<file path="config.mk">
export PLATFORM = sky130hd
export DESIGN_NAME = fmrc_dp
export DESIGN_NICKNAME = d
export VERILOG_FILES = /design/src/rtl/core/fmrc_pkg.sv /design/src/rtl/core/fmrc_dp.sv
export SDC_FILE = /design/constraint.sdc
export NUM_CORES = 2
export LEC_CHECK = 0
export BUFFER_PORTS_ARGS = -buffer_cell sky130_fd_sc_hd__buf_2
export CORE_UTILIZATION = 47
export DETAILED_ROUTE_END_ITERATION = 10
export MAX_ROUTING_LAYER = met4
export PLACE_DENSITY = 0.66
export SLEW_MARGIN = 20
export SYNTH_ARGS = -nofsm -noshare
export SYNTH_HDL_FRONTEND = slang
export SYNTH_SLANG_ARGS = --single-unit
</file>
<file path="constraint.sdc">
create_clock -name i_clk -period 19.2 [get_ports i_clk]
set_input_delay 0 -clock i_clk [delete_from_list [all_inputs] [get_ports i_clk]]
set_output_delay 0 -clock i_clk [all_outputs]
set_load 0.05 [all_outputs]
</file>
<file path="src/rtl/core/fmrc_pkg.sv">
// Shared types, constants and codes for the filament motion ratio checker.
`timescale 1ns / 1ps

package fmrc_pkg;

    localparam int AMOUNT_BITS_DEF     = 24;
    localparam int TOTAL_BITS_DEF      = 40;
    localparam int RATIO_FRAC_BITS_DEF = 12;

    localparam int RATIO_BITS    = 18;
    localparam int CAL_BITS      = 16;
    localparam int CAL_FRAC_BITS = 12;
    localparam int LIMIT_BITS    = 17;
    localparam int MODE_BITS     = 2;
    localparam int CODE_BITS     = 2;
    localparam int APB_ADDR_BITS = 4;
    localparam int APB_DATA_BITS = 32;
    localparam int CAL_LENGTH_UM = 10000;

    localparam logic [CAL_BITS-1:0]   CAL_FACTOR_RST = 16'd4096;
    localparam logic [LIMIT_BITS-1:0] MIN_RATIO_RST  = 17'd2458;
    localparam logic [LIMIT_BITS-1:0] MAX_RATIO_RST  = 17'd6144;
    localparam logic [MODE_BITS-1:0]  MODE_OFF       = 2'd0;

    typedef enum logic [1:0] {
        REG_CAL_FACTOR,
        REG_MIN_RATIO,
        REG_MAX_RATIO,
        REG_ENABLE_MODE
    } t_reg_idx;

    typedef enum logic [CODE_BITS-1:0] {
        STS_OK,
        STS_NO_DATA,
        STS_TOO_LITTLE,
        STS_TOO_MUCH
    } t_status;

    typedef enum logic [CODE_BITS-1:0] {
        PH_IDLE,
        PH_CAL,
        PH_CMP
    } t_phase;

    typedef enum logic {
        OP_CHECK,
        OP_RESTART
    } t_op;

    typedef enum logic [3:0] {
        S_IDLE,
        S_MUL,
        S_SCALE,
        S_SUM,
        S_CAL,
        S_DIVCHK,
        S_DIV,
        S_APPLY,
        S_PUSH
    } t_state;

    typedef struct packed {
        logic [CAL_BITS-1:0]   cal_factor;
        logic [LIMIT_BITS-1:0] min_ratio;
        logic [LIMIT_BITS-1:0] max_ratio;
        logic [MODE_BITS-1:0]  mode;
    } t_cfg;

    typedef struct packed {
        logic load;
        logic mul;
        logic scale;
        logic sum;
        logic cal;
        logic div_start;
        logic div_step;
        logic apply;
        logic push;
    } t_cmd;

    typedef struct packed {
        logic   skip;
        t_phase phase;
        logic   cal_hit;
        logic   div_done;
        logic   out_busy;
    } t_stat;

endpackage

</file>
<file path="src/rtl/core/fmrc_dp.sv">
// Datapath: scaling, saturating sums, shift-subtract ratio divider, result register.
`timescale 1ns / 1ps

module fmrc_dp #(
    parameter int AMOUNT_BITS     = fmrc_pkg::AMOUNT_BITS_DEF,
    parameter int TOTAL_BITS      = fmrc_pkg::TOTAL_BITS_DEF,
    parameter int RATIO_FRAC_BITS = fmrc_pkg::RATIO_FRAC_BITS_DEF
) (
    input  logic                                   i_clk,
    input  logic                                   i_rst_n,
    input  fmrc_pkg::t_cmd                         i_cmd,
    output fmrc_pkg::t_stat                        o_stat,
    input  fmrc_pkg::t_cfg                         i_cfg,
    input  logic                                   i_operation,
    input  logic signed [AMOUNT_BITS-1:0]          i_amount_commanded,
    input  logic signed [AMOUNT_BITS-1:0]          i_amount_measured,
    input  logic                                   i_sensor_has_data,
    input  logic                                   i_out_ready,
    output logic                                   o_out_valid,
    output logic [fmrc_pkg::CODE_BITS-1:0]         o_status,
    output logic [fmrc_pkg::CODE_BITS-1:0]         o_phase,
    output logic signed [fmrc_pkg::RATIO_BITS-1:0] o_last_ratio,
    output logic signed [fmrc_pkg::RATIO_BITS-1:0] o_lowest_ratio,
    output logic signed [fmrc_pkg::RATIO_BITS-1:0] o_highest_ratio,
    output logic signed [TOTAL_BITS-1:0]           o_total_commanded
);
    import fmrc_pkg::*;

    localparam int PROD_BITS = AMOUNT_BITS + CAL_BITS + 1;
    localparam int RND_BITS  = PROD_BITS - CAL_FRAC_BITS;
    localparam int SCL_BITS  = RND_BITS + 1;
    localparam int NUM_BITS  = (TOTAL_BITS > SCL_BITS) ? TOTAL_BITS : SCL_BITS;
    localparam int EXT_BITS  = NUM_BITS + 1;
    localparam int DVD_BITS  = NUM_BITS + RATIO_FRAC_BITS;
    localparam int LIM_BITS  = TOTAL_BITS + RATIO_BITS;
    localparam int CMP_BITS  = ((DVD_BITS > LIM_BITS) ? DVD_BITS : LIM_BITS) + 1;
    localparam int CNT_BITS  = $clog2(RATIO_BITS);

    localparam logic [CNT_BITS-1:0]   CNT_LAST = CNT_BITS'(RATIO_BITS - 1);
    localparam logic [RATIO_BITS-1:0] Q_POS_MAX = {1'b0, {(RATIO_BITS-1){1'b1}}};
    localparam logic [RATIO_BITS-1:0] Q_NEG_MAX = {1'b1, {(RATIO_BITS-1){1'b0}}};
    localparam logic [PROD_BITS-1:0]  RND_HALF  = PROD_BITS'(1) << (CAL_FRAC_BITS - 1);

    // architectural state
    t_phase                        r_phase;
    t_phase                        r_prev;
    logic signed [TOTAL_BITS-1:0]  r_sc;
    logic signed [TOTAL_BITS-1:0]  r_sm;
    logic                          r_rev;
    logic signed [RATIO_BITS-1:0]  r_last;
    logic signed [RATIO_BITS-1:0]  r_low;
    logic signed [RATIO_BITS-1:0]  r_high;
    logic                          r_out_valid;
    logic [CNT_BITS-1:0]           r_cnt;

    // working registers
    t_op                           r_op;
    logic                          r_has;
    logic signed [AMOUNT_BITS-1:0] r_cmd;
    logic signed [AMOUNT_BITS-1:0] r_meas;
    logic signed [PROD_BITS-1:0]   r_prod;
    logic signed [SCL_BITS-1:0]    r_scl;
    logic [CMP_BITS-1:0]           r_rem;
    logic [CMP_BITS-1:0]           r_dsh;
    logic [RATIO_BITS-1:0]         r_q;
    logic                          r_ovf;
    logic                          r_dzero;
    logic                          r_nzero;
    logic                          r_nneg;
    logic                          r_neg;

    logic [CODE_BITS-1:0]          r_out_status;
    logic [CODE_BITS-1:0]          r_out_phase;
    logic signed [RATIO_BITS-1:0]  r_out_last;
    logic signed [RATIO_BITS-1:0]  r_out_low;
    logic signed [RATIO_BITS-1:0]  r_out_high;
    logic signed [TOTAL_BITS-1:0]  r_out_total;

    logic signed [PROD_BITS-1:0]   w_prod;
    logic [PROD_BITS-1:0]          w_pmag;
    logic [PROD_BITS-1:0]          w_prnd;
    logic signed [SCL_BITS-1:0]    w_smag;
    logic signed [SCL_BITS-1:0]    w_scl;
    logic signed [EXT_BITS-1:0]    w_sc_x;
    logic signed [EXT_BITS-1:0]    w_sm_x;
    logic signed [EXT_BITS-1:0]    w_cmd_x;
    logic signed [EXT_BITS-1:0]    w_scl_x;
    logic signed [EXT_BITS-1:0]    w_mdir_x;
    logic signed [NUM_BITS-1:0]    w_num;
    logic signed [TOTAL_BITS-1:0]  w_den;
    logic [NUM_BITS-1:0]           w_nmag;
    logic [TOTAL_BITS-1:0]         w_dmag;
    logic [CMP_BITS-1:0]           w_dvd;
    logic [CMP_BITS-1:0]           w_dlim;
    logic                          w_ge;
    logic signed [RATIO_BITS-1:0]  w_ratio;
    logic                          w_cal_hit;
    t_status                       w_status;
    logic signed [RATIO_BITS:0]    w_last_x;
    logic signed [RATIO_BITS:0]    w_min_x;
    logic signed [RATIO_BITS:0]    w_max_x;

    function automatic logic signed [TOTAL_BITS-1:0] f_sat(
        input logic signed [EXT_BITS-1:0] x
    );
        logic signed [EXT_BITS-1:0] hi;
        logic signed [EXT_BITS-1:0] lo;
        hi = {{(EXT_BITS-TOTAL_BITS+1){1'b0}}, {(TOTAL_BITS-1){1'b1}}};
        lo = ~hi;
        if (x > hi) begin
            return hi[TOTAL_BITS-1:0];
        end else if (x < lo) begin
            return lo[TOTAL_BITS-1:0];
        end
        return x[TOTAL_BITS-1:0];
    endfunction

    // scaling: measured * factor, round half away from zero
    assign w_prod = PROD_BITS'(r_meas) * $signed({{(PROD_BITS-CAL_BITS){1'b0}}, i_cfg.cal_factor});
    assign w_pmag = r_prod[PROD_BITS-1] ? (~r_prod + 1'b1) : r_prod;
    assign w_prnd = (w_pmag + RND_HALF) >> CAL_FRAC_BITS;
    assign w_smag = $signed({1'b0, w_prnd[RND_BITS-1:0]});
    assign w_scl  = r_prod[PROD_BITS-1] ? -w_smag : w_smag;

    assign w_sc_x   = EXT_BITS'(r_sc);
    assign w_sm_x   = EXT_BITS'(r_sm);
    assign w_cmd_x  = EXT_BITS'(r_cmd);
    assign w_scl_x  = EXT_BITS'(r_scl);
    assign w_mdir_x = r_rev ? -w_scl_x : w_scl_x;

    assign w_cal_hit = r_sc >= $signed(TOTAL_BITS'(CAL_LENGTH_UM));

    // divider operands: calibration uses the sums, comparing uses the segment
    assign w_num  = (r_prev == PH_CMP) ? NUM_BITS'(r_scl) : NUM_BITS'(r_sm);
    assign w_den  = (r_prev == PH_CMP) ? TOTAL_BITS'(r_cmd) : r_sc;
    assign w_nmag = w_num[NUM_BITS-1] ? (~w_num + 1'b1) : w_num;
    assign w_dmag = w_den[TOTAL_BITS-1] ? (~w_den + 1'b1) : w_den;
    assign w_dvd  = CMP_BITS'(w_nmag) << RATIO_FRAC_BITS;
    assign w_dlim = CMP_BITS'(w_dmag) << RATIO_BITS;
    assign w_ge   = r_rem >= r_dsh;

    always_comb begin
        if (r_dzero) begin
            w_ratio = r_nzero ? '0 : (r_nneg ? $signed(Q_NEG_MAX) : $signed(Q_POS_MAX));
        end else if (r_neg) begin
            w_ratio = (r_ovf || (r_q > Q_NEG_MAX)) ? $signed(Q_NEG_MAX) : $signed(~r_q + 1'b1);
        end else begin
            w_ratio = (r_ovf || (r_q > Q_POS_MAX)) ? $signed(Q_POS_MAX) : $signed(r_q);
        end
    end

    assign w_last_x = (RATIO_BITS+1)'(r_last);
    assign w_min_x  = $signed({{(RATIO_BITS+1-LIMIT_BITS){1'b0}}, i_cfg.min_ratio});
    assign w_max_x  = $signed({{(RATIO_BITS+1-LIMIT_BITS){1'b0}}, i_cfg.max_ratio});

    always_comb begin
        w_status = STS_OK;
        if (r_op == OP_RESTART) begin
            w_status = STS_OK;
        end else if (!r_has) begin
            w_status = STS_NO_DATA;
        end else if (r_phase == PH_CMP) begin
            if (w_last_x < w_min_x) begin
                w_status = STS_TOO_LITTLE;
            end else if (w_last_x > w_max_x) begin
                w_status = STS_TOO_MUCH;
            end
        end
        if (i_cfg.mode == MODE_OFF) begin
            w_status = STS_OK;
        end
    end

    always_ff @(posedge i_clk) begin
        if (!i_rst_n) begin
            r_phase     <= PH_IDLE;
            r_prev      <= PH_IDLE;
            r_sc        <= '0;
            r_sm        <= '0;
            r_rev       <= 1'b0;
            r_last      <= '0;
            r_low       <= '0;
            r_high      <= '0;
            r_out_valid <= 1'b0;
            r_cnt       <= '0;
        end else begin
            if (i_cmd.load && i_operation) begin
                r_phase <= PH_IDLE;
                r_last  <= '0;
            end
            if (i_cmd.sum) begin
                r_prev <= r_phase;
                case (r_phase)
                    PH_CAL: begin
                        r_sc <= f_sat(w_sc_x + w_cmd_x);
                        r_sm <= f_sat(w_sm_x + w_scl_x);
                    end
                    PH_CMP: begin
                        r_sc <= f_sat(w_sc_x + w_cmd_x);
                        r_sm <= f_sat(w_sm_x + w_mdir_x);
                    end
                    default: begin
                        r_phase <= PH_CAL;
                        r_sc    <= f_sat(w_cmd_x);
                        r_sm    <= f_sat(w_scl_x);
                    end
                endcase
            end
            if (i_cmd.cal && w_cal_hit) begin
                r_rev <= r_sm[TOTAL_BITS-1];
                if (r_sm[TOTAL_BITS-1]) begin
                    r_sm <= f_sat(-w_sm_x);
                end
            end
            if (i_cmd.div_start) begin
                r_cnt <= '0;
            end else if (i_cmd.div_step) begin
                r_cnt <= r_cnt + 1'b1;
            end
            if (i_cmd.apply) begin
                r_last <= w_ratio;
                if (r_prev == PH_CAL) begin
                    r_low   <= w_ratio;
                    r_high  <= w_ratio;
                    r_phase <= PH_CMP;
                end else if (w_ratio > r_high) begin
                    r_high <= w_ratio;
                end else if (w_ratio < r_low) begin
                    r_low <= w_ratio;
                end
            end
            if (i_cmd.push) begin
                r_out_valid <= 1'b1;
            end else if (i_out_ready) begin
                r_out_valid <= 1'b0;
            end
        end
    end

    always_ff @(posedge i_clk) begin
        if (i_cmd.load) begin
            r_op   <= t_op'(i_operation);
            r_has  <= i_sensor_has_data;
            r_cmd  <= i_amount_commanded;
            r_meas <= i_amount_measured;
        end
        if (i_cmd.mul) begin
            r_prod <= w_prod;
        end
        if (i_cmd.scale) begin
            r_scl <= w_scl;
        end
        // keep the direction-corrected segment measurement as the numerator
        if (i_cmd.sum && (r_phase == PH_CMP)) begin
            r_scl <= w_mdir_x[SCL_BITS-1:0];
        end
        if (i_cmd.div_start) begin
            r_rem   <= w_dvd;
            r_dsh   <= w_dlim >> 1;
            r_ovf   <= w_dvd >= w_dlim;
            r_dzero <= (w_dmag == '0);
            r_nzero <= (w_nmag == '0);
            r_nneg  <= w_num[NUM_BITS-1];
            r_neg   <= w_num[NUM_BITS-1] != w_den[TOTAL_BITS-1];
            r_q     <= '0;
        end else if (i_cmd.div_step) begin
            if (w_ge) begin
                r_rem <= r_rem - r_dsh;
            end
            r_q   <= {r_q[RATIO_BITS-2:0], w_ge};
            r_dsh <= r_dsh >> 1;
        end
        if (i_cmd.push) begin
            r_out_status <= w_status;
            r_out_phase  <= r_phase;
            r_out_last   <= r_last;
            r_out_low    <= r_low;
            r_out_high   <= r_high;
            r_out_total  <= r_sc;
        end
    end

    assign o_stat.skip     = (r_op == OP_RESTART) || !r_has;
    assign o_stat.phase    = r_phase;
    assign o_stat.cal_hit  = w_cal_hit;
    assign o_stat.div_done = (r_cnt == CNT_LAST);
    assign o_stat.out_busy = r_out_valid && !i_out_ready;

    assign o_out_valid       = r_out_valid;
    assign o_status          = r_out_status;
    assign o_phase           = r_out_phase;
    assign o_last_ratio      = r_out_last;
    assign o_lowest_ratio    = r_out_low;
    assign o_highest_ratio   = r_out_high;
    assign o_total_commanded = r_out_total;

endmodule
</file>
==> results.json <==
{
  "r2r-start": "r_meas[5]",
  "cts_tree": "done",
  "synth-warning-count": 0,
  "finish.instance_area_um2": 58400,
  "synth-main-ff-cell": "edfxtp_1",
  "antenna_found_initial": 6,
  "synth_top_family_by_area": "adder cells",
  "tns_ns": 0,
  "use_met1_pct": 35.7,
  "hold_ws_ns": 0.0372,
  "rsz0062_at_grt": "false",
  "layout.cells.non_filler": 7796,
  "synth_compound_area_share_pct": 18.6,
  "netlist_area_um2": 53000,
  "critPathLaunch": "r_meas[5]",
  "synth.top_cell.area_share_pct": 17.2,
  "cts_resized": 0,
  "cap_viol_max_count": 0,
  "syn_area_per_cell_um2": 8.65,
  "met3_usage_pct": 3.36,
  "met2_usage_pct": 45.6,
  "clk_path_buf_depth": 3,
  "slowest_stage": "edfxtp_1",
  "yosysUniqueCellTypes": 105,
  "place_hpwl_um": 120000,
  "worst_slack_ns": 11.28,
  "tightest_slew_ns": 1.16,
  "arrival_ns": 8.28,
  "ys_seq_area_share_pct": 24.7,
  "clock_latency_ns": 0.67,
  "crit_top_cell": "fa_1",
  "worstSetupPathType": "reg -> reg",
  "pre_cts_ws_ns": 11.27,
  "drt_iter0_markers": 3725,
  "num_vias": 45797,
  "cts_buffers": 68,
  "htreeDepth": 3,
  "synth_xor_area_share_pct": 6.54,
  "r2r_slack_ns": 11.28,
  "muxShareOfSynthArea_pct": 2.08,
  "row_count": 122,
  "nets": 7141,
  "holdPathStages": 1,
  "place_inst": 7604,
  "start_util_pct": 47.7,
  "root_buffer": "clkbuf_16",
  "drt_first_pass_iters": 6,
  "die_h_um": 338,
  "synth_simple_gate_area_share_pct": 17.4,
  "synth_fa_ha_area_share_pct": 23.8,
  "via_per_inst": 5.87,
  "crit_required_ns": 19.55,
  "cts.sinks": 503,
  "die_area_um2": 114000,
  "async_flop_share_pct": 0,
  "dpl_cell_area_um2": 55400,
  "slew_headroom_pct": 22.0,
  "syn_nets": 7023,
  "pin_count": 219,
  "power_leakage_nw": 25.4,
  "finalCriticalPeriod_ns": 7.92,
  "area_delta_synth_final_pct": 10.1,
  "core_um2": 111000,
  "synth_cells": 6130,
  "grt.overflow.total": 0,
  "wl_um": 158000,
  "yosys-top-cells-area": "edfxtp_1, fa_1, ha_1",
  "portBuffers": 218,
  "grt_pass1_wl_um": 247000,
  "synth_edf_count": 304,
  "hold_class": "in -> reg",
  "slowest_delay_ns": 0.67,
  "crit_path_end_kind": "flip-flop",
  "drive_above_1_share_pct": 7.88,
  "drv_slew": 0,
  "die_w_um": 338,
  "clock_skew_ns": 0.0498,
  "setup_violations": 0,
  "timing.rr.end": "r_prod[39]",
  "p_per_area_nw_per_um2": 199,
  "netlist.top_cell.by_area": "edfxtp_1",
  "critPathMaxFanout": 16,
  "drcViolationCount": 0,
  "vdd.ir_drop.worst_mv": 0.240,
  "start_kind": "flip-flop",
  "clkTransAtPathRegs_ns": 0.06,
  "cp-endpoint": "r_prod[39]",
  "hold_viol": 0,
  "track_usage_pct": 28.2,
  "timing.fmax_mhz": 126,
  "rr_worst_depth": 22,
  "routedWlPerCell_um": 20.3,
  "ant_nets": 0,
  "fin_crit_sh_pct": 41.3,
  "place_congestion": 0.985,
  "grt_start_max_net_pins": 90,
  "busiest_layer": "met2",
  "path_cells": "nand2_1 > fa_1 > inv_1 > fa_1 > inv_1 > fa_1 > fa_1 > inv_1 > fa_1 > fa_1 > ha_1 > a21o_1 > a21o_1 > a21oi_1 > a21boi_0 > a21boi_0 > a311o_1 > o311ai_0 > a21oi_1 > a211oi_1 > a21oi_1 > xor2_1",
  "grt_pass1_vias": 44397,
  "ys_seq_elements": 503,
  "status": "completed"
}
-- power breakdown --
part,switching [W],total (W),internal [W]
logic,0.00464,0.00818,0.00353
registers,0.000348,0.00209,0.00174
clock network,0.000560,0.00133,0.000765
total,0.00555,0.0116,0.00604
-- cells in the final DEF, fill, tap and decap left out, types with 48 or more instances in the layout --
master,count
fa_1,381
or3_1,56
nand4_1,75
mux2i_1,100
edfxtp_1,304
nor2b_1,55
nand2_1,618
a31oi_1,52
and2_1,182
dlygate4sd3_1,62
nand2b_1,61
xnor2_1,249
nor2_1,338
dfxtp_1,199
o21a_1,48
a21o_1,204
o31ai_1,83
nor3_1,154
buf_2,214
ha_1,398
xor2_1,145
o21ai_0,306
a21oi_1,407
nand3_1,134
clkbuf_16,68
inv_1,657
buf_4,72
-- timing repair --
item | 4_1_cts | 5_1_grt
buffers inserted | 0 | 0
hold buffers | 62 | 0
endpoints found under the hold margin | 223 | 0
-- Yosys cell counts (all sizes together), types with 48 or more instances --
| cell | count |
|---|---|
| dfxtp | 199 |
| nor4 | 50 |
| xnor2 | 250 |
| xor2 | 145 |
| inv | 658 |
| fa | 381 |
| o21a | 48 |
| nand2 | 620 |
| a21oi | 408 |
| mux2i | 100 |
| buf | 53 |
| a21o | 205 |
| nand4 | 75 |
| ha | 398 |
| nor2b | 57 |
| nor2 | 339 |
| nor3 | 156 |
| o31ai | 84 |
| nand2b | 62 |
| nand3 | 134 |
| o21ai | 313 |
| or3 | 57 |
| edfxtp | 304 |
| and2 | 184 |
| a31oi | 53 |
| clkbuf | 248 |
-- registers in the layout (all words and copies together), names as in the netlist, 24 cells and up --
| name | count |
|---|---|
| r_scl | 30 |
| r_prod | 41 |
| r_dsh | 57 |
| r_meas | 24 |
| r_sm | 40 |
| r_cmd | 24 |
| o_total_commanded | 40 |
| r_sc | 40 |
| r_rem | 59 |
-- worst max-delay path, delay by kind of cell, from the launching register on --
| family | cells | cell delay [ns] |
|---|---|---|
| adder cells (fa/ha/maj) | 7 | 3.44 |
| flip-flops | 1 | 0.67 |
| AND/OR/NAND/NOR | 1 | 0.15 |
| buffers and inverters | 3 | 0.15 |
| AO/OA/AOI/OAI | 10 | 3.04 |
| XOR/XNOR | 1 | 0.16 |
-- cell type report --
class / count / area (um2)
Clock buffer: 90 / 1850
Clock inverter: 36 / 475
Inverter: 659 / 2470
Fill cell: 10440 / 52900
Timing Repair Buffer: 349 / 2250
Antenna cell: 4 / 10.0
Multi-Input combinational cell: 4667 / 36300
Sequential cell: 503 / 13100
Tap cell: 1488 / 1860
-- per-stage QoR --
stage	util (%)	total power [W]
after detailed placement	49.8	0.0102
after global routing	52.5	0.0127
after global placement	49.8	0.0100
final	52.5	0.0116
after floorplan	-	0.00841
after CTS	52.4	0.0116
-- worst min-delay path by stage --
stage / from / end / slack, ns
2_1_floorplan: i_amount_commanded[0] / r_cmd[0] / 0.1
3_3_place_gp: i_amount_measured[16] / r_meas[16] / 0.18
3_5_place_dp: i_amount_measured[21] / r_meas[21] / 0.18
4_1_cts: i_amount_commanded[17] / r_cmd[17] / 0.01
5_1_grt: i_amount_measured[6] / r_meas[6] / 0.04
6_report: i_cmd[7] / r_prod[27] / 0.04
-- routing by layer --
| layer | wire (um) | up-vias |
|---|---|---|
| li1 | - | 21689 |
| met1 | 67500 | 22066 |
| met2 | 74200 | 1670 |
| met3 | 9890 | 372 |
| met4 | 6770 | 0 |
| met5 | 0 | - |
-- cells by family after synthesis --
group	Yosys count
and+or+nand+nor	1873
buffers and inverters	960
adders and majority gates	779
xor gates and xnor gates	395
muxes	109
AOI/OAI and AO/OA	1511
DFF	503
No activity file was read; power rests on OpenSTA's default activity.
